<file path="config.mk">
export PLATFORM = sky130hd
export DESIGN_NAME = dda_line_rasterizer
export DESIGN_NICKNAME = d
export VERILOG_FILES = /design/src/rtl/dda_pkg.sv /design/src/rtl/dda_seq.sv /design/src/rtl/dda_line_rasterizer.sv
export VERILOG_INCLUDE_DIRS = /design/src /design/src/rtl
export SDC_FILE = /design/constraint.sdc
export NUM_CORES = 1
export LEC_CHECK = 0
export BUFFER_PORTS_ARGS = -buffer_cell sky130_fd_sc_hd__buf_2
export CORE_ASPECT_RATIO = 0.75
export CORE_MARGIN = 5
export CORE_UTILIZATION = 60
export CTS_CLUSTER_SIZE = 28
export DETAILED_ROUTE_END_ITERATION = 10
export HOLD_SLACK_MARGIN = 0.05
export PLACE_DENSITY_LB_ADDON = 0.2
export SYNTH_ARGS = -nofsm -noshare
export SYNTH_HDL_FRONTEND = slang
export SYNTH_SLANG_ARGS = --single-unit
</file>
<file path="constraint.sdc">
create_clock -name clk -period 13.45 [get_ports clk]
set_input_delay 2.69 -clock clk [delete_from_list [all_inputs] [get_ports clk]]
set_output_delay 2.69 -clock clk [all_outputs]
set_load 0.01 [all_outputs]
</file>
<file path="src/rtl/dda_line_rasterizer_assert.svh">
// Assertion macros for the line rasterizer. They expect clk and rst in scope.
`ifndef DDA_LINE_RASTERIZER_ASSERT_SVH
`define DDA_LINE_RASTERIZER_ASSERT_SVH

// consequent checked in the same cycle as the antecedent
`define DDA_ASSERT_SAME(lbl, ante, cons, msg) \
  lbl: assert property (@(posedge clk) disable iff (rst) (ante) |-> (cons)) \
    else $error(msg);

// consequent checked in the cycle after the antecedent
`define DDA_ASSERT_NEXT(lbl, ante, cons, msg) \
  lbl: assert property (@(posedge clk) disable iff (rst) (ante) |=> (cons)) \
    else $error(msg);

`endif

</file>
<file path="src/rtl/dda_pkg.sv">
`default_nettype none

package dda_pkg;

  localparam int FIELD_W = 6;

  typedef logic [FIELD_W-1:0] field_t;

  typedef struct packed {
    field_t start_x;
    field_t start_y;
    field_t end_x;
    field_t end_y;
  } dda_in_t;

  typedef struct packed {
    field_t pixel_x;
    field_t pixel_y;
    logic   last_point;
  } dda_out_t;

  // microprogram addresses
  localparam int STEP_W = 3;
  typedef logic [STEP_W-1:0] step_t;

  localparam step_t STEP_IDLE      = 3'd0;
  localparam step_t STEP_SETUP     = 3'd1;
  localparam step_t STEP_DIV_FIRST = 3'd2;
  localparam step_t STEP_DIV       = 3'd3;
  localparam step_t STEP_INC       = 3'd4;
  localparam step_t STEP_EMIT      = 3'd5;
  localparam step_t STEP_DONE      = 3'd6;

  typedef enum logic [1:0] {
    GATE_NONE,
    GATE_IN,
    GATE_OUT
  } gate_t;

  typedef enum logic [2:0] {
    OP_NONE,
    OP_LOAD,
    OP_SETUP,
    OP_DIV_FIRST,
    OP_DIV_STEP,
    OP_INC,
    OP_EMIT
  } op_t;

  typedef enum logic [2:0] {
    COND_NEVER,
    COND_ALWAYS,
    COND_STEPS_ZERO,
    COND_CNT_NZ,
    COND_NOT_LAST
  } cond_t;

  // one microinstruction: taken jump goes to target, otherwise fall through
  typedef struct packed {
    gate_t gate;
    op_t   op;
    cond_t cond;
    step_t target;
  } ctrl_t;

  typedef struct packed {
    logic in_go;
    logic out_free;
    logic steps_zero;
    logic cnt_nz;
    logic not_last;
  } status_t;

endpackage

`default_nettype wire

</file>
<file path="src/rtl/dda_seq.sv">
`default_nettype none

module dda_seq (
  input  wire logic             clk,
  input  wire logic             rst,
  input  wire dda_pkg::status_t status,
  output dda_pkg::ctrl_t        ctrl,
  output logic                  fire
);

  dda_pkg::step_t pc;
  dda_pkg::step_t pc_next;
  logic           taken;

  function automatic dda_pkg::ctrl_t rom_word(input dda_pkg::step_t addr);
    dda_pkg::ctrl_t w;
    w = '{dda_pkg::GATE_NONE, dda_pkg::OP_NONE, dda_pkg::COND_ALWAYS, dda_pkg::STEP_IDLE};
    case (addr)
      dda_pkg::STEP_IDLE: begin
        w = '{dda_pkg::GATE_IN, dda_pkg::OP_LOAD, dda_pkg::COND_NEVER, dda_pkg::STEP_IDLE};
      end
      dda_pkg::STEP_SETUP: begin
        w = '{dda_pkg::GATE_NONE, dda_pkg::OP_SETUP, dda_pkg::COND_NEVER,
              dda_pkg::STEP_IDLE};
      end
      dda_pkg::STEP_DIV_FIRST: begin
        // a point segment has nothing to divide
        w = '{dda_pkg::GATE_NONE, dda_pkg::OP_DIV_FIRST, dda_pkg::COND_STEPS_ZERO,
              dda_pkg::STEP_INC};
      end
      dda_pkg::STEP_DIV: begin
        w = '{dda_pkg::GATE_NONE, dda_pkg::OP_DIV_STEP, dda_pkg::COND_CNT_NZ,
              dda_pkg::STEP_DIV};
      end
      dda_pkg::STEP_INC: begin
        w = '{dda_pkg::GATE_NONE, dda_pkg::OP_INC, dda_pkg::COND_NEVER, dda_pkg::STEP_IDLE};
      end
      dda_pkg::STEP_EMIT: begin
        w = '{dda_pkg::GATE_OUT, dda_pkg::OP_EMIT, dda_pkg::COND_NOT_LAST,
              dda_pkg::STEP_EMIT};
      end
      dda_pkg::STEP_DONE: begin
        w = '{dda_pkg::GATE_NONE, dda_pkg::OP_NONE, dda_pkg::COND_ALWAYS,
              dda_pkg::STEP_IDLE};
      end
      default: begin
        w = '{dda_pkg::GATE_NONE, dda_pkg::OP_NONE, dda_pkg::COND_ALWAYS,
              dda_pkg::STEP_IDLE};
      end
    endcase
    return w;
  endfunction

  assign ctrl = rom_word(pc);

  always_comb begin
    case (ctrl.gate)
      dda_pkg::GATE_NONE: fire = 1'b1;
      dda_pkg::GATE_IN:   fire = status.in_go;
      dda_pkg::GATE_OUT:  fire = status.out_free;
      default:            fire = 1'b0;
    endcase

    case (ctrl.cond)
      dda_pkg::COND_NEVER:      taken = 1'b0;
      dda_pkg::COND_ALWAYS:     taken = 1'b1;
      dda_pkg::COND_STEPS_ZERO: taken = status.steps_zero;
      dda_pkg::COND_CNT_NZ:     taken = status.cnt_nz;
      dda_pkg::COND_NOT_LAST:   taken = status.not_last;
      default:                  taken = 1'b0;
    endcase

    if (!fire) begin
      pc_next = pc;
    end else if (taken) begin
      pc_next = ctrl.target;
    end else begin
      pc_next = pc + dda_pkg::step_t'(1);
    end
  end

  always_ff @(posedge clk) begin
    if (rst) begin
      pc <= dda_pkg::STEP_IDLE;
    end else begin
      pc <= pc_next;
    end
  end

endmodule

`default_nettype wire

</file>
<file path="src/rtl/dda_line_rasterizer.sv">
// DDA line rasterizer: takes one segment item (two endpoints in a tile of
// 2^COORD_BITS pixels square, upper field bits ignored) and returns steps+1
// point items, steps = max(|dx|, |dy|), each rounded half up to the nearest
// pixel, the final one flagged by last_point and equal to the end point.
// A small microprogram sequences the work: the minor-axis increment comes
// from a restoring divider that yields one quotient bit per cycle
// (FRAC_BITS + 1 bits), then one point is emitted per cycle while the output
// is not stalled. in_ready is high only while the sequencer waits for a
// segment; the output register lets the last point wait for the consumer
// while the next segment is taken.
`default_nettype none

module dda_line_rasterizer #(
  parameter int COORD_BITS = 6,
  parameter int FRAC_BITS  = 16
) (
  input  wire logic              clk,
  input  wire logic              rst,
  input  wire logic              in_valid,
  output logic                   in_ready,
  input  wire dda_pkg::dda_in_t  in_data,
  output logic                   out_valid,
  input  wire logic              out_ready,
  output dda_pkg::dda_out_t      out_data
);

  `include "dda_line_rasterizer_assert.svh"

  localparam int ACC_W = COORD_BITS + FRAC_BITS + 1;
  localparam int Q_W   = FRAC_BITS + 1;
  localparam int CNT_W = $clog2(FRAC_BITS);

  localparam logic [ACC_W-1:0] ONE  = ACC_W'(1) << FRAC_BITS;
  localparam logic [ACC_W-1:0] HALF = ACC_W'(1) << (FRAC_BITS - 1);

  dda_pkg::ctrl_t   ctrl;
  dda_pkg::status_t status;
  logic             fire;

  logic [COORD_BITS-1:0] sx, sy, ex, ey;
  logic [COORD_BITS-1:0] steps;
  logic [COORD_BITS-1:0] minor;
  logic                  x_major, neg_x, neg_y;
  logic [COORD_BITS-1:0] rem;
  logic [Q_W-1:0]        quo;
  logic [CNT_W-1:0]      cnt;
  logic [ACC_W-1:0]      x_inc, y_inc;
  logic [ACC_W-1:0]      x_acc, y_acc;
  logic [COORD_BITS-1:0] k;

  logic [COORD_BITS:0]   dx, dy, adx, ady;
  logic [COORD_BITS:0]   shifted, diff;
  logic                  ge;
  logic [ACC_W-1:0]      minor_inc, x_mag, y_mag;
  logic [ACC_W-1:0]      x_round, y_round;

  logic                  in_fire, emit_go, emit_end, emit_mid, at_end;

  dda_seq u_seq (
    .clk    (clk),
    .rst    (rst),
    .status (status),
    .ctrl   (ctrl),
    .fire   (fire)
  );

  assign in_ready = (ctrl.gate == dda_pkg::GATE_IN);

  always_comb begin
    status.in_go      = in_valid;
    status.out_free   = !out_valid || out_ready;
    status.steps_zero = (steps == '0);
    status.cnt_nz     = (cnt != '0);
    status.not_last   = (k != '0);
  end

  // setup arithmetic on the latched endpoints
  always_comb begin
    dx  = {1'b0, ex} - {1'b0, sx};
    dy  = {1'b0, ey} - {1'b0, sy};
    adx = dx[COORD_BITS] ? ((COORD_BITS+1)'(0) - dx) : dx;
    ady = dy[COORD_BITS] ? ((COORD_BITS+1)'(0) - dy) : dy;
  end

  // one restoring division step
  always_comb begin
    shifted = {rem, 1'b0};
    ge      = (shifted >= {1'b0, steps});
    diff    = shifted - {1'b0, steps};
  end

  always_comb begin
    minor_inc = ACC_W'(quo);
    x_mag     = x_major ? ONE : minor_inc;
    y_mag     = x_major ? minor_inc : ONE;
    x_round   = x_acc + HALF;
    y_round   = y_acc + HALF;
  end

  always_ff @(posedge clk) begin
    if (fire) begin
      case (ctrl.op)
        dda_pkg::OP_LOAD: begin
          sx <= in_data.start_x[COORD_BITS-1:0];
          sy <= in_data.start_y[COORD_BITS-1:0];
          ex <= in_data.end_x[COORD_BITS-1:0];
          ey <= in_data.end_y[COORD_BITS-1:0];
        end
        dda_pkg::OP_SETUP: begin
          x_major <= (adx >= ady);
          steps   <= (adx >= ady) ? adx[COORD_BITS-1:0] : ady[COORD_BITS-1:0];
          minor   <= (adx >= ady) ? ady[COORD_BITS-1:0] : adx[COORD_BITS-1:0];
          neg_x   <= dx[COORD_BITS];
          neg_y   <= dy[COORD_BITS];
        end
        dda_pkg::OP_DIV_FIRST: begin
          // integer quotient bit: the minor delta never exceeds steps
          quo <= Q_W'(minor >= steps);
          rem <= (minor >= steps) ? (minor - steps) : minor;
          cnt <= CNT_W'(FRAC_BITS - 1);
        end
        dda_pkg::OP_DIV_STEP: begin
          quo <= {quo[Q_W-2:0], ge};
          rem <= ge ? diff[COORD_BITS-1:0] : shifted[COORD_BITS-1:0];
          cnt <= cnt - CNT_W'(1);
        end
        dda_pkg::OP_INC: begin
          x_inc <= neg_x ? (ACC_W'(0) - x_mag) : x_mag;
          y_inc <= neg_y ? (ACC_W'(0) - y_mag) : y_mag;
          x_acc <= ACC_W'(sx) << FRAC_BITS;
          y_acc <= ACC_W'(sy) << FRAC_BITS;
          k     <= steps;
        end
        dda_pkg::OP_EMIT: begin
          out_data.pixel_x    <= dda_pkg::field_t'(x_round[FRAC_BITS +: COORD_BITS]);
          out_data.pixel_y    <= dda_pkg::field_t'(y_round[FRAC_BITS +: COORD_BITS]);
          out_data.last_point <= (k == '0);
          x_acc <= x_acc + x_inc;
          y_acc <= y_acc + y_inc;
          k     <= k - COORD_BITS'(1);
        end
        default: begin
        end
      endcase
    end
  end

  always_ff @(posedge clk) begin
    if (rst) begin
      out_valid <= 1'b0;
    end else if (fire && ctrl.op == dda_pkg::OP_EMIT) begin
      out_valid <= 1'b1;
    end else if (out_ready) begin
      out_valid <= 1'b0;
    end
  end

  assign in_fire  = in_valid && in_ready;
  assign emit_go  = fire && (ctrl.op == dda_pkg::OP_EMIT);
  assign emit_end = emit_go && (k == '0);
  assign emit_mid = emit_go && (k != '0);
  assign at_end   = (out_data.pixel_x == dda_pkg::field_t'(ex)) &&
                    (out_data.pixel_y == dda_pkg::field_t'(ey));

  `DDA_ASSERT_NEXT(a_load_then_setup, in_fire, ctrl.op == dda_pkg::OP_SETUP, "setup missed")

  `DDA_ASSERT_NEXT(a_last_flag, emit_end, out_valid && out_data.last_point, "last not flagged")

  `DDA_ASSERT_NEXT(a_no_early_last, emit_mid, !out_data.last_point, "early last flag")

  `DDA_ASSERT_NEXT(a_end_point, emit_end, at_end, "final point not at end point")

  `DDA_ASSERT_SAME(a_ready_idle, in_ready, ctrl.op != dda_pkg::OP_EMIT, "taken mid-emit")

endmodule

`default_nettype wire
</file>
==> impl_summary.md, run 1 <==
Status
The run finished with clean final reports.

STA
The actual slew at the worst max-slew pin is between 0.9 and 1 ns. Subtracting the final worst setup slack from the clock period gives between 4 and 5 ns. Setup total negative slack on the finished layout was measured at 0 ns.

The post-route clock skew is around 0.011 ns. The number of max-slew violations in the final report is 0. The final count of hold timing violations was 0.

Setup violations remaining at the end of the flow were counted as 0. The worst max-slew margin expressed relative to the limit is approximately 34%. Setup repair after global routing left no endpoint under its margin. The final worst-path cycle share is between 30% and 40%. Based on the critical path, the design can be clocked at up to ~220 MHz.

Clocking
The number of buffers created by CTS is 17. Clock tree synthesis found a total of 169 sinks. The count of H-tree levels built during CTS is 4. The CTS clock-pin slew for the worst setup and hold paths is 0.06 ns. At the later pin of the worst-skew pair, clock insertion delay measures 0.43 ns.

The CTS tree is done. The post-cts resize count is 0. For this design, the CTS-stage hold fixing added 0 buffers.

The count of buffers added by post-CTS timing repair for setup is 0. The clock tree root driver cell is sky130_fd_sc_hd__clkbuf_16. No sink is reached through more buffers than the 2 on the longest clock path.

Synthesis
The net count of the mapped netlist is 1168. Among all flip-flop cells after synthesis, the most frequent one is sky130_fd_sc_hd__edfxtp_1. After technology mapping, the gate count stands at 1046. The synthesized design contains 169 register bits. In this run, distinct cell masters in the synthesized netlist total 62.

The share of synthesized flip-flops with an asynchronous set or reset is 0%. The number of flops mapped to enable cells by yosys is 165. Of the synthesized area, sequential elements account for 46.91%. For this run, the number of Yosys warnings is 0. A synthesized cell averages 10.26 um2. In this run the cell area of the synthesized design comes to around 11000 um2.

Global routing
The aggregate global-route resource usage is 22.69%. The number of antenna violations at the first check in global routing was 0. Entering global routing, the biggest net connects 57 pins. The overflow left after global routing is 0. The via count of the first global-routing pass is 7429.

The first global-routing pass estimated 37.30 mm of wire.

Power and ir drop
The maximum ir drop on the vdd rail is between 200 and 300 uV. The total power after layout is 3.064 mW. The static leakage is 4.718 nW.

For this design the ratio of total power to cell area is 259.7 nW/um2.

Final layout
Once layout is complete, the utilization of the core stands at 67.02%. The final layout contains about 1200 nets. The final non-filler cell area is 11800 um2. The relative area change from synthesis to final layout is 9.919%. The proportion of layout cells with a drive suffix above 1 is 8.966%. The number of antenna cells inserted is 0. The count of filler cells inserted in the layout is approximately 1300. The final instance count without filler cells is 1335.

Place
The half-perimeter wire length of the detailed placement result is 16.47 mm. Counting tap cells, the placed design contains a total of 1304 instances. Routability-driven placement finished with a final weighted congestion of 0.8706. The cell area after placement is ~11000 um2. Input and output buffers added on the ports amount to between 40 and 50.

Floorplan
The core area is between 15000 and 20000 um2. The height of the chip is 125.8 um. The top-level I/O count is 43. The initial core utilization is 60.97%. The floorplan step defined a die boundary enclosing 20690 um2. The horizontal die dimension is 164.4 um. The floorplan has 42 rows.

Min path
The worst hold path begins at out_valid$_SDFFE_PP0P_. The number of cells on the worst hold path is 2. For hold timing, the worst endpoint is out_valid$_SDFFE_PP0P_. The path class of the tightest hold or removal check is reg2reg.

Routing
The wire length per cell after detailed routing is 17.09 um. Summed over all layers, the routed wires come to 22.81 mm. In this run, the number of DRC markers left after iteration 0 of detailed routing was between 600 and 700.

The final route contains 7963 vias. The count of antenna-violating nets left after detailed routing is 0. The count of TritonRoute iterations in the first routing pass is 6. Using the TritonRoute via totals, the vias-per-cell ratio works out to approximately 6. The remaining design rule violation count is 0.

Critical path
The data arrival at the endpoint of the critical path is approximately 4.6 ns. Setup slack on the worst reg-to-reg path comes out at 9.62 ns. In this run the critical register-to-register path is launched from u_seq.pc[2]$_SDFFE_PP0P_. The critical-path maximum fanout is 37.

The launching element type of the critical path is a primary input. The worst setup path is of the in2reg kind. The cell depth of the worst flop-to-flop path is 9. The required time of the critical path is 13.52 ns.

The endpoint identified for the worst register-to-register timing path is x_acc[14]$_SDFFCE_PN0P_. STA classifies the critical path endpoint as a register.

Job
The tool flagged a number of max-cap violations equal to 0.
critical path, stage by stage:
cell	delay, ns
sky130_fd_sc_hd__buf_2	0.08
sky130_fd_sc_hd__inv_1	0.04
sky130_fd_sc_hd__nand4_1	0.10
sky130_fd_sc_hd__o21ai_1	0.27
sky130_fd_sc_hd__a211oi_4	0.79
sky130_fd_sc_hd__buf_4	0.57
cells by family after synthesis:
kind of cell | after synthesis | share of synthesized area (%)
XOR/XNOR | 86 | 7.017
buffers and inverters | 98 | 3.509
adder cells (fa/ha/maj) | 94 | 11.38
flip-flops | 169 | 46.91
multiplexers | 14 | 1.317
AND/OR/NAND/NOR | 347 | 15.78
AO/OA/AOI/OAI | 238 | 14.09
flip-flops by register name, summed over array words and instances, names as in the netlist, 6 cells and up:
| register | count |
|---|---|
| rem | 6 |
| x_acc | 22 |
| quo | 17 |
| sx | 6 |
| out_data | 13 |
| x_inc | 18 |
| y_inc | 18 |
| ex | 6 |
| sy | 6 |
| ey | 6 |
| minor | 6 |
| y_acc | 22 |
| k | 6 |
| steps | 6 |
worst max path at each step:
stage / startpoint / to / slack (ns) / depth (start not counted)
final: out_ready / x_acc[14]$_SDFFCE_PN0P_ / 8.94 / 6
after global placement: out_ready / x_acc[20]$_DFFE_PP_ / 8.48 / 6
after detailed placement: out_ready / x_acc[20]$_DFFE_PP_ / 8.42 / 6
after floorplan: out_ready / k[0]$_DFFE_PP_ / 6.13 / 4
after global routing: out_ready / x_acc[14]$_SDFFCE_PN0P_ / 8.76 / 6
after CTS: out_ready / x_acc[19]$_DFFE_PP_ / 8.89 / 6
final cells by class:
cell class	instances	area [um2]	share of cell area (%)
Sequential cell	169	5035	42.67
Clock buffer	17	425.4	3.606
Multi-Input combinational cell	779	5366	45.48
Tap cell	242	302.8	2.566
Inverter	61	229.0	1.941
Timing Repair Buffer	53	292.8	2.481
Clock inverter	14	147.6	1.251
stage by stage:
step	worst slack [ns]	hold WS [ns]
floorplan	6.131	0.4814
global placement	8.482	0.4991
detailed placement	8.416	0.5149
CTS	8.893	0.5321
global route	8.761	0.5754
finish	8.940	0.5256
power by group:
part | internal, mW | switching [mW]
clock network | 0.273 | 0.204
registers | 0.832 | 0.108
logic | 0.665 | 0.981
synth_stat cells (21+ instances only):
library cell               count  share of area [%]
sky130_fd_sc_hd__nor3_1       24                1.1
sky130_fd_sc_hd__xnor2_1      36                2.9
sky130_fd_sc_hd__and3_1       27                1.6
sky130_fd_sc_hd__o21ai_0      64                3.0
sky130_fd_sc_hd__nor2_1       95                3.3
sky130_fd_sc_hd__ha_1         88                 10
sky130_fd_sc_hd__nand3_1      26                1.2
sky130_fd_sc_hd__edfxtp_1    165                 46
sky130_fd_sc_hd__xor2_1       50                4.1
sky130_fd_sc_hd__inv_1        61                2.1
sky130_fd_sc_hd__clkbuf_1     30                1.0
sky130_fd_sc_hd__a21oi_1      65                3.0
sky130_fd_sc_hd__nand2_1      87                3.0
sky130_fd_sc_hd__nand2b_1     21                1.2
layer usage:
metal	track usage (%)	vias to the layer above	wire length [um]
met5	0	-	0
met4	5.086	0	259
met3	5.650	28	1670
met2	32.73	281	9680
met1	34.77	3762	11200
li1	-	3892	-
placed cells by master (no fill, tap or decap), types with 6 or more instances in the layout:
| master | instances |
|---|---|
| sky130_fd_sc_hd__ha_1 | 88 |
| sky130_fd_sc_hd__inv_1 | 61 |
| sky130_fd_sc_hd__buf_2 | 42 |
| sky130_fd_sc_hd__nand2b_1 | 21 |
| sky130_fd_sc_hd__o21ai_0 | 64 |
| sky130_fd_sc_hd__xor2_1 | 50 |
| sky130_fd_sc_hd__or3_1 | 11 |
| sky130_fd_sc_hd__mux2i_1 | 13 |
| sky130_fd_sc_hd__nor3_1 | 23 |
| sky130_fd_sc_hd__a31oi_1 | 11 |
| sky130_fd_sc_hd__a21oi_1 | 65 |
| sky130_fd_sc_hd__buf_4 | 11 |
| sky130_fd_sc_hd__nor2b_1 | 15 |
| sky130_fd_sc_hd__xnor2_1 | 36 |
| sky130_fd_sc_hd__edfxtp_1 | 165 |
| sky130_fd_sc_hd__a21o_1 | 19 |
| sky130_fd_sc_hd__o31ai_1 | 9 |
| sky130_fd_sc_hd__nor2_1 | 95 |
| sky130_fd_sc_hd__clkbuf_16 | 17 |
| sky130_fd_sc_hd__o21a_1 | 8 |
| sky130_fd_sc_hd__nand3_1 | 26 |
| sky130_fd_sc_hd__fa_1 | 6 |
| sky130_fd_sc_hd__and3_1 | 27 |
| sky130_fd_sc_hd__o211ai_1 | 6 |
| sky130_fd_sc_hd__nor3b_1 | 6 |
| sky130_fd_sc_hd__nand4_1 | 6 |
| sky130_fd_sc_hd__nand2_1 | 87 |
| sky130_fd_sc_hd__and2_1 | 6 |
| sky130_fd_sc_hd__a211oi_1 | 7 |
Note: power is estimated with default switching activity, not from simulation.
==> inputs of run 2 (changes only) <==
==> constraint.sdc (replaced) <==
create_clock -name clk -period 4.51 [get_ports clk]
set_input_delay 0.902 -clock clk [delete_from_list [all_inputs] [get_ports clk]]
set_output_delay 0.902 -clock clk [all_outputs]
set_load 0.01 [all_outputs]
==> impl_summary.md, run 2 (same netlist as run 1, synthesis figures left out) <==
Routing
The count of antenna-violating nets left after detailed routing is 0. The routed via count divided by cell count is between 5 and 6. The first TritonRoute pass finished after 7 iterations. The remaining design rule violation count is 0. Dividing the detail-routed wire length by the instance count gives 17.53 um. The total wire length is 23.48 mm. Across all layers, the routed design uses 7966 vias.

The initial detailed-routing violation count is 758.

STA
The final worst-path setup slack is 0.9611 ns. Dividing the final minimum period by the clock period gives 78.69%. The total negative slack for setup checks is 0 ns.

Measured against its own limit, the worst slew margin works out to around two fifths. The post-route clock skew is 0.008341 ns. The final critical path time including I/O delays and setup is 3.549 ns.

The number of max-slew violations in the final report is 0. The fmax is approximately 280 MHz. Setup violations remaining at the end of the flow were counted as 0. Setup repair after global routing left no endpoint under its margin. The final count of hold timing violations came to 0. At the pin with the least slew margin, the transition time is a little over 0.9 ns.

Clocking
The H-tree generated during clock tree synthesis spans 4 levels. TritonCTS built the clock tree. The CTS clock-pin slew for the worst setup and hold paths is 0.07 ns. The count of buffers added by post-CTS timing repair for setup is 0.

The clock passes through at most 2 buffers. The clock tree root driver cell is sky130_fd_sc_hd__clkbuf_16. Hold repair after CTS inserted 0 buffers.

Gates resized during post-CTS repair numbered 0. In this run, CTS created clock tree buffers numbering 17. The clock sink total is around 170. The clock latency reported for the late side of the worst-skew pair is ~0.44 ns.

Min path
The class of the tightest hold or removal check is reg2reg.

Global routing
After global routing, the most crowded layer is met1. Global routing used 31.25% of the available met2 tracks. The via count of the first global-routing pass is approximately 7300. The first global-routing pass estimated 37.87 mm of wire. The pin count of the biggest net entering global routing is between 50 and 60. The aggregate global-route resource usage is 23.15%.

The overflow left after global routing is 0. For met1 alone, demand over resource in global routing was 37.33%. In the global route stage, met3 resource usage came out at 4.866%. The number of antenna violations at the first check in global routing is 0.

Final layout
In the layout the commonest cells are sky130_fd_sc_hd__edfxtp_1 (165), sky130_fd_sc_hd__nor2_1 (95), sky130_fd_sc_hd__ha_1 (88), sky130_fd_sc_hd__nand2_1 (87), sky130_fd_sc_hd__a21oi_1 (65). Relative to the synthesized area, the layout overhead comes to 10.49%. Summing all non-filler instances in the final layout gives an area of 11860 um2. The number of antenna cells inserted is 0. The final layout contains 1206 nets. The post-route netlist has under 10% of its cells at a drive strength greater than 1. After filler insertion, the fill cell instance count of the layout stands at 1307.

The most common cell after layout, fill and taps aside is sky130_fd_sc_hd__edfxtp_1. The largest registers in the layout are x_acc: 22 flops, y_acc: 22 flops.

Critical path
The critical-path cell with the highest stage delay is sky130_fd_sc_hd__fa_1. STA puts the critical path data required time at 4.67 ns. The path type of the worst setup path is reg2reg.

The capturing element type of the critical path is a register. The kind of cell with the highest combined delay on the critical path is adder cells. Traced cell by cell, the critical path runs through ha_1, fa_1, nor2b_1, o21ai_0, nand2b_1, a31o_2, inv_1, nand2_1, xor2_1, inv_1, ha_1, o21ai_0, o21bai_1, a21oi_1, o21ai_1, buf_4, mux2i_1. The worst setup path is launched from a register. The count of buffering cells on the critical path with inverters included is 3. The peak per-stage delay on the critical path is ~0.41 ns. Data arrives at the worst endpoint at roughly 3.7 ns. In this run the worst path has a maximum fanout of 8.

Power and ir drop
Overall power consumption after layout is estimated at ~9.3 mW. The cell area power density is a little under 800 nW/um2. The maximum ir drop on the vdd rail is 707.4 uV.

The static leakage is 4.748 nW.

Floorplan
The floorplan step set the die width to 164.4 um. The floorplan has 42 rows. The region available for standard cell placement spans 17600 um2.

The overall die area is 20690 um2. 43 I/O pins were placed. The floorplan step set the die height to ~130 um.

For this configuration, the core starts out at a cell density of 60.97%.

Place
The congestion estimate from routability-driven global placement came to 0.8704. OpenSTA, run right after detailed placement, puts the worst setup slack at about 1.1 ns. The half-perimeter wire length of the detailed placement result is about 17 mm. The placed instances occupy a cell area of 11250 um2. Port buffering added 42 buffers.

Status
The run finished with clean final reports.

Job
The count of max-cap constraint violations is 0.
==> run 2: report_power, final <==
part / total (mW) / internal (mW) / leakage [nW] / switching, mW
clock: 1.53 / 0.882 / 0.293 / 0.650
combinational: 4.92 / 2.05 / 2.92 / 2.87
sequential: 2.82 / 2.48 / 1.53 / 0.343
==> run 2: worst reg2reg max path: stages (launching register included) <==
cell and delay, ns:
sky130_fd_sc_hd__edfxtp_1 0.40, sky130_fd_sc_hd__ha_1 0.25, sky130_fd_sc_hd__fa_1 0.41, sky130_fd_sc_hd__nor2b_1 0.12
sky130_fd_sc_hd__o21ai_0 0.08, sky130_fd_sc_hd__nand2b_1 0.11, sky130_fd_sc_hd__a31o_2 0.23, sky130_fd_sc_hd__inv_1 0.10
sky130_fd_sc_hd__nand2_1 0.09, sky130_fd_sc_hd__xor2_1 0.27, sky130_fd_sc_hd__inv_1 0.08, sky130_fd_sc_hd__ha_1 0.28
sky130_fd_sc_hd__o21ai_0 0.10, sky130_fd_sc_hd__o21bai_1 0.15, sky130_fd_sc_hd__a21oi_1 0.08, sky130_fd_sc_hd__o21ai_1 0.23
sky130_fd_sc_hd__buf_4 0.22, sky130_fd_sc_hd__mux2i_1 0.09
==> run 2: metrics by stage <==
step	instances	utilization, %	hold slack (ns)
finish	1339	67.37	0.5215
global route	1339	67.37	0.5678
CTS	1339	67.37	0.5233
detailed placement	1307	63.89	0.5123
global placement	1307	63.89	0.5059
floorplan	1046	-	0.4814
==> run 2: worst paths after layout <==
kind | start | end | slack, ns | cells past startpoint
worst max-delay path | sx[0]$_DFFE_PP_ | minor[5]$_DFFE_PP_ | 0.96 | 17
worst min-delay path | u_seq.pc[0]$_SDFFE_PP0P_ | u_seq.pc[0]$_SDFFE_PP0P_ | 0.52 | 2
worst max register to register | sx[0]$_DFFE_PP_ | minor[5]$_DFFE_PP_ | 0.96 | 17
worst min register to register | u_seq.pc[0]$_SDFFE_PP0P_ | u_seq.pc[0]$_SDFFE_PP0P_ | 0.52 | 2
==> run 2: cell type report <==
class,instances,area [um2],share of cell area (%)
clock buffers,17,425.4,3.587
clock inverters,15,186.4,1.572
inverters,61,229.0,1.931
multi-input cells,779,5366,45.25
flip-flops and latches,169,5035,42.45
well taps,242,302.8,2.553
repair buffers,56,315.3,2.659
==> run 2: per-layer routing <==
layer	wire length (um)	up-vias
met1	11870	3745
met5	0	-
li1	-	3895
met4	372	0
met2	9407	291
met3	1825	35
==> inputs of run 3 (changes only) <==
--- a/config.mk
+++ b/config.mk
@@ -6,6 +6,7 @@
 export SDC_FILE = /design/constraint.sdc
 export NUM_CORES = 1
 export LEC_CHECK = 0
+export ABC_AREA = 1
 export BUFFER_PORTS_ARGS = -buffer_cell sky130_fd_sc_hd__buf_2
 export CORE_ASPECT_RATIO = 0.75
 export CORE_MARGIN = 5
==> constraint.sdc (replaced) <==
create_clock -name clk -period 3.6 [get_ports clk]
set_input_delay 0.72 -clock clk [delete_from_list [all_inputs] [get_ports clk]]
set_output_delay 0.72 -clock clk [all_outputs]
set_load 0.01 [all_outputs]
==> impl_summary.md, run 3 <==
Status
The run finished with clean final reports.

Final layout
For this run, the post-layout net count is about 1700. From synthesis to final layout, the design area changed by 9.112%. The number of antenna cells inserted is 0.

The largest registers in the layout are x_acc: 22 flops, y_acc: 22 flops. The final non-filler cell area is roughly 13000 um2. In the layout the commonest cells are sky130_fd_sc_hd__nand2_1 (480), sky130_fd_sc_hd__inv_1 (250), sky130_fd_sc_hd__edfxtp_1 (165), sky130_fd_sc_hd__nor2_1 (133), sky130_fd_sc_hd__nand3_1 (106).

The most common cell after layout, fill and taps aside is sky130_fd_sc_hd__nand2_1. Of the cells placed in the final design, the portion with a size suffix greater than 1 is 8.292%.

STA
Of the available clock period, the critical path in the final layout requires 92.59%. The post-route clock skew is 0.01156 ns. The number of max-slew violations in the final report is 0.

Setup violations remaining at the end of the flow were counted as 0. For the final routed database, the setup TNS stands at 0 ns. In this run the tightest slew margin relative to its limit is 55.80%. The final critical path time including I/O delays and setup is 3.333 ns.

Setup slack closes at 0.2668 ns. The actual slew at the worst max-slew pin is around 0.66 ns. For this run, the top clock speed supported by timing is 300.0 MHz. Setup repair after global routing left no endpoint under its margin.

The final count of hold timing violations is 0.

Synthesis
Counting flops with an async set or reset pin after synthesis yields a share of 0%. The number of synthesis warnings is 0. The number of nets handed over by synthesis was approximately 1700. The count of cell types in the netlist is 42.

The synthesized design devotes to its leading area cell type 41.19% of total area. The post-synthesis sequential area ratio is 41.86%. The mapped netlist covers ~12000 um2. Counting flops with a built-in enable in the synthesized netlist gives 165.

The cell count after synthesis is ~1600. In the post-synthesis netlist, the biggest area contributors are sky130_fd_sc_hd__edfxtp_1 (41%), sky130_fd_sc_hd__nand2_1 (15%), sky130_fd_sc_hd__ha_1 (9.2%), sky130_fd_sc_hd__inv_1 (7.8%), sky130_fd_sc_hd__nand3_1 (4.4%). Each instance of the synthesized netlist takes up on average 7.760 um2. The register bit total from synthesis is 169. Ranked by instance count, the synthesized netlist is headed by sky130_fd_sc_hd__nand2_1 (480), sky130_fd_sc_hd__inv_1 (251), sky130_fd_sc_hd__edfxtp_1 (165), sky130_fd_sc_hd__nor2_1 (136), sky130_fd_sc_hd__nand3_1 (106). Summed over all instances, the cell type with the most area after synthesis is sky130_fd_sc_hd__edfxtp_1.

Yosys instantiated no cell more often than sky130_fd_sc_hd__nand2_1. The commonest register cell after synthesis is sky130_fd_sc_hd__edfxtp_1.

Place
The number of port buffers is 42. The setup slack at placement is 0.1347 ns. The placed instances occupy a cell area of 12560 um2. The routability-driven placement congestion ratio is 0.9282. Once detailed placement completed, the half-perimeter wirelength came to 21.97 mm.

Routing
The routed via count divided by cell count is 5.492. In the final routed layout, each cell accounts on average for 15.46 um. The remaining design rule violation count is 0. The total wire length is 28.90 mm. The via count of the routed design is 10260. The count of antenna-violating nets left after detailed routing is 0. The initial detailed-routing violation count is 1003. The first detailed-routing pass ran for 5 iterations.

Critical path
The startpoint of the most critical setup path is sy[0]$_DFFE_PP_. The required time of the critical path is 3.79 ns. The launching point of the worst reg2reg path is sy[0]$_DFFE_PP_. The worst setup path is captured at a register. Data arrives at the worst endpoint at 3.52 ns. Along the worst path, the maximum fanout reaches 11. The worst setup path is launched from a register. The path type of the worst setup path is reg2reg.

Clocking
Clock-pin slew was measured on the worst setup and hold paths at around 0.070 ns. The clock sink total is 169. The clock tree root driver cell is sky130_fd_sc_hd__clkbuf_16. The maximum clock insertion buffer count is 2. TritonCTS built the clock tree. In this run the number of H-tree levels came out at 4. Clock latency on the worst-skew pair, taken at its later pin, is 0.44 ns. In this run, post-CTS hold repair placed 0 buffers. The number of buffers created by CTS is 17.

Global routing
The number of antenna violations at the first check in global routing is 0. Global routing consumed, over all layers together, 25.16% of the routing resources. The global-route wire length before repair is 46.77 mm.

The overflow left after global routing is 0. The via count of the first global-routing pass is about 9400. The pin count of the biggest net entering global routing is 38.

Floorplan
The top-level I/O count is 43. The floorplan row count is 44. The die is 173.5 um wide. The initial core utilization is approximately three fifths.

The overall die area is ~23000 um2. The core area is 19540 um2. The height of the chip is 132.6 um.

Min path
The source of the worst hold timing path is in_data[10]. The class of the tightest hold or removal check is in2reg.

Job
The count of max-cap constraint violations is 0.
-- run 3: changes by cell type after synthesis, moves of 15 or more --
cell,change
sky130_fd_sc_hd__and3_1,-27
sky130_fd_sc_hd__nand3_1,+80
sky130_fd_sc_hd__xnor2_1,-23
sky130_fd_sc_hd__a21o_1,-19
sky130_fd_sc_hd__o21ai_1,+26
sky130_fd_sc_hd__o21ai_0,-36
sky130_fd_sc_hd__inv_1,+190
sky130_fd_sc_hd__nand4_1,+16
sky130_fd_sc_hd__nor2_1,+41
sky130_fd_sc_hd__nand2b_1,-21
sky130_fd_sc_hd__nand2_1,+393
sky130_fd_sc_hd__clkbuf_1,-26
sky130_fd_sc_hd__nor2b_1,-15
-- run 3: layer usage --
layer  track usage [%]  share of wire (%)  up-vias
met2             35.93                 41      387
li1                  -                  -     5132
met3             4.934                9.1       42
met5                 0                  0        -
met4             7.222                2.3        0
met1             38.83                 48     4703
-- run 3: area by class of cell --
cell class | instances | area [um2]
Timing Repair Buffer | 53 | 292.8
Tap cell | 253 | 316.6
Multi-Input combinational cell | 1102 | 5949
Sequential cell | 169 | 5035
Clock inverter | 15 | 128.9
Inverter | 260 | 975.9
Clock buffer | 17 | 425.4
Fill cell | 1586 | 6420
-- run 3: final timing paths --
| kind | slack (ns) | cells past startpoint | to |
|---|---|---|---|
| max reg2reg | 0.27 | 16 | minor[1]$_DFFE_PP_ |
| min | 0.46 | 1 | ex[4]$_DFFE_PP_ |
| max | 0.27 | 16 | minor[1]$_DFFE_PP_ |
| min reg2reg | 0.55 | 2 | u_seq.pc[1]$_SDFFE_PP0P_ |
-- run 3: kinds of logic (layout without fill, tap and decap cells) --
kind of cell,Yosys count,count (layout),share of synthesized area (%)
AND/OR/NAND/NOR,810,810,28.73
buffers and inverters,279,345,9.061
flip-flops,169,169,41.86
AO/OA/AOI/OAI,149,149,6.626
adder cells (fa/ha/maj),94,94,10.15
XOR/XNOR,49,49,3.568
-- run 3: repair_timing --
| action | in CTS | in global routing |
|---|---|---|
| endpoints found under the setup margin | 0 | 13 |
| buffers inserted | 0 | 0 |
| gates resized for setup | 0 | 4 |
-- run 3: critical path: stages, from the launching register on --
cell                       delay, ns
sky130_fd_sc_hd__edfxtp_1       0.40
sky130_fd_sc_hd__ha_1           0.25
sky130_fd_sc_hd__fa_1           0.44
sky130_fd_sc_hd__nor4_2         0.43
sky130_fd_sc_hd__nor2_2         0.18
sky130_fd_sc_hd__nand2_1        0.10
sky130_fd_sc_hd__nand2_1        0.05
sky130_fd_sc_hd__nand2_1        0.12
sky130_fd_sc_hd__inv_1          0.06
sky130_fd_sc_hd__ha_1           0.30
sky130_fd_sc_hd__a21oi_1        0.16
sky130_fd_sc_hd__o21a_1         0.12
sky130_fd_sc_hd__nand2_1        0.06
sky130_fd_sc_hd__nor2_2         0.15
sky130_fd_sc_hd__inv_2          0.12
sky130_fd_sc_hd__nand2_1        0.10
sky130_fd_sc_hd__nand2_1        0.05
-- run 3: stage by stage --
step / std cells / hold slack, ns / util (%)
2_1_floorplan: 1550 / 0.5007 / -
3_3_place_gp: 1837 / 0.5244 / 64.27
3_5_place_dp: 1837 / 0.5320 / 64.27
4_1_cts: 1869 / 0.4446 / 67.11
5_1_grt: 1869 / 0.4393 / 67.15
6_report: 1869 / 0.4560 / 67.15
Power of run 3 is left out: the tool's default activity adds up to more than one toggle a clock period on the data nets, which glitch-free logic cannot reach.
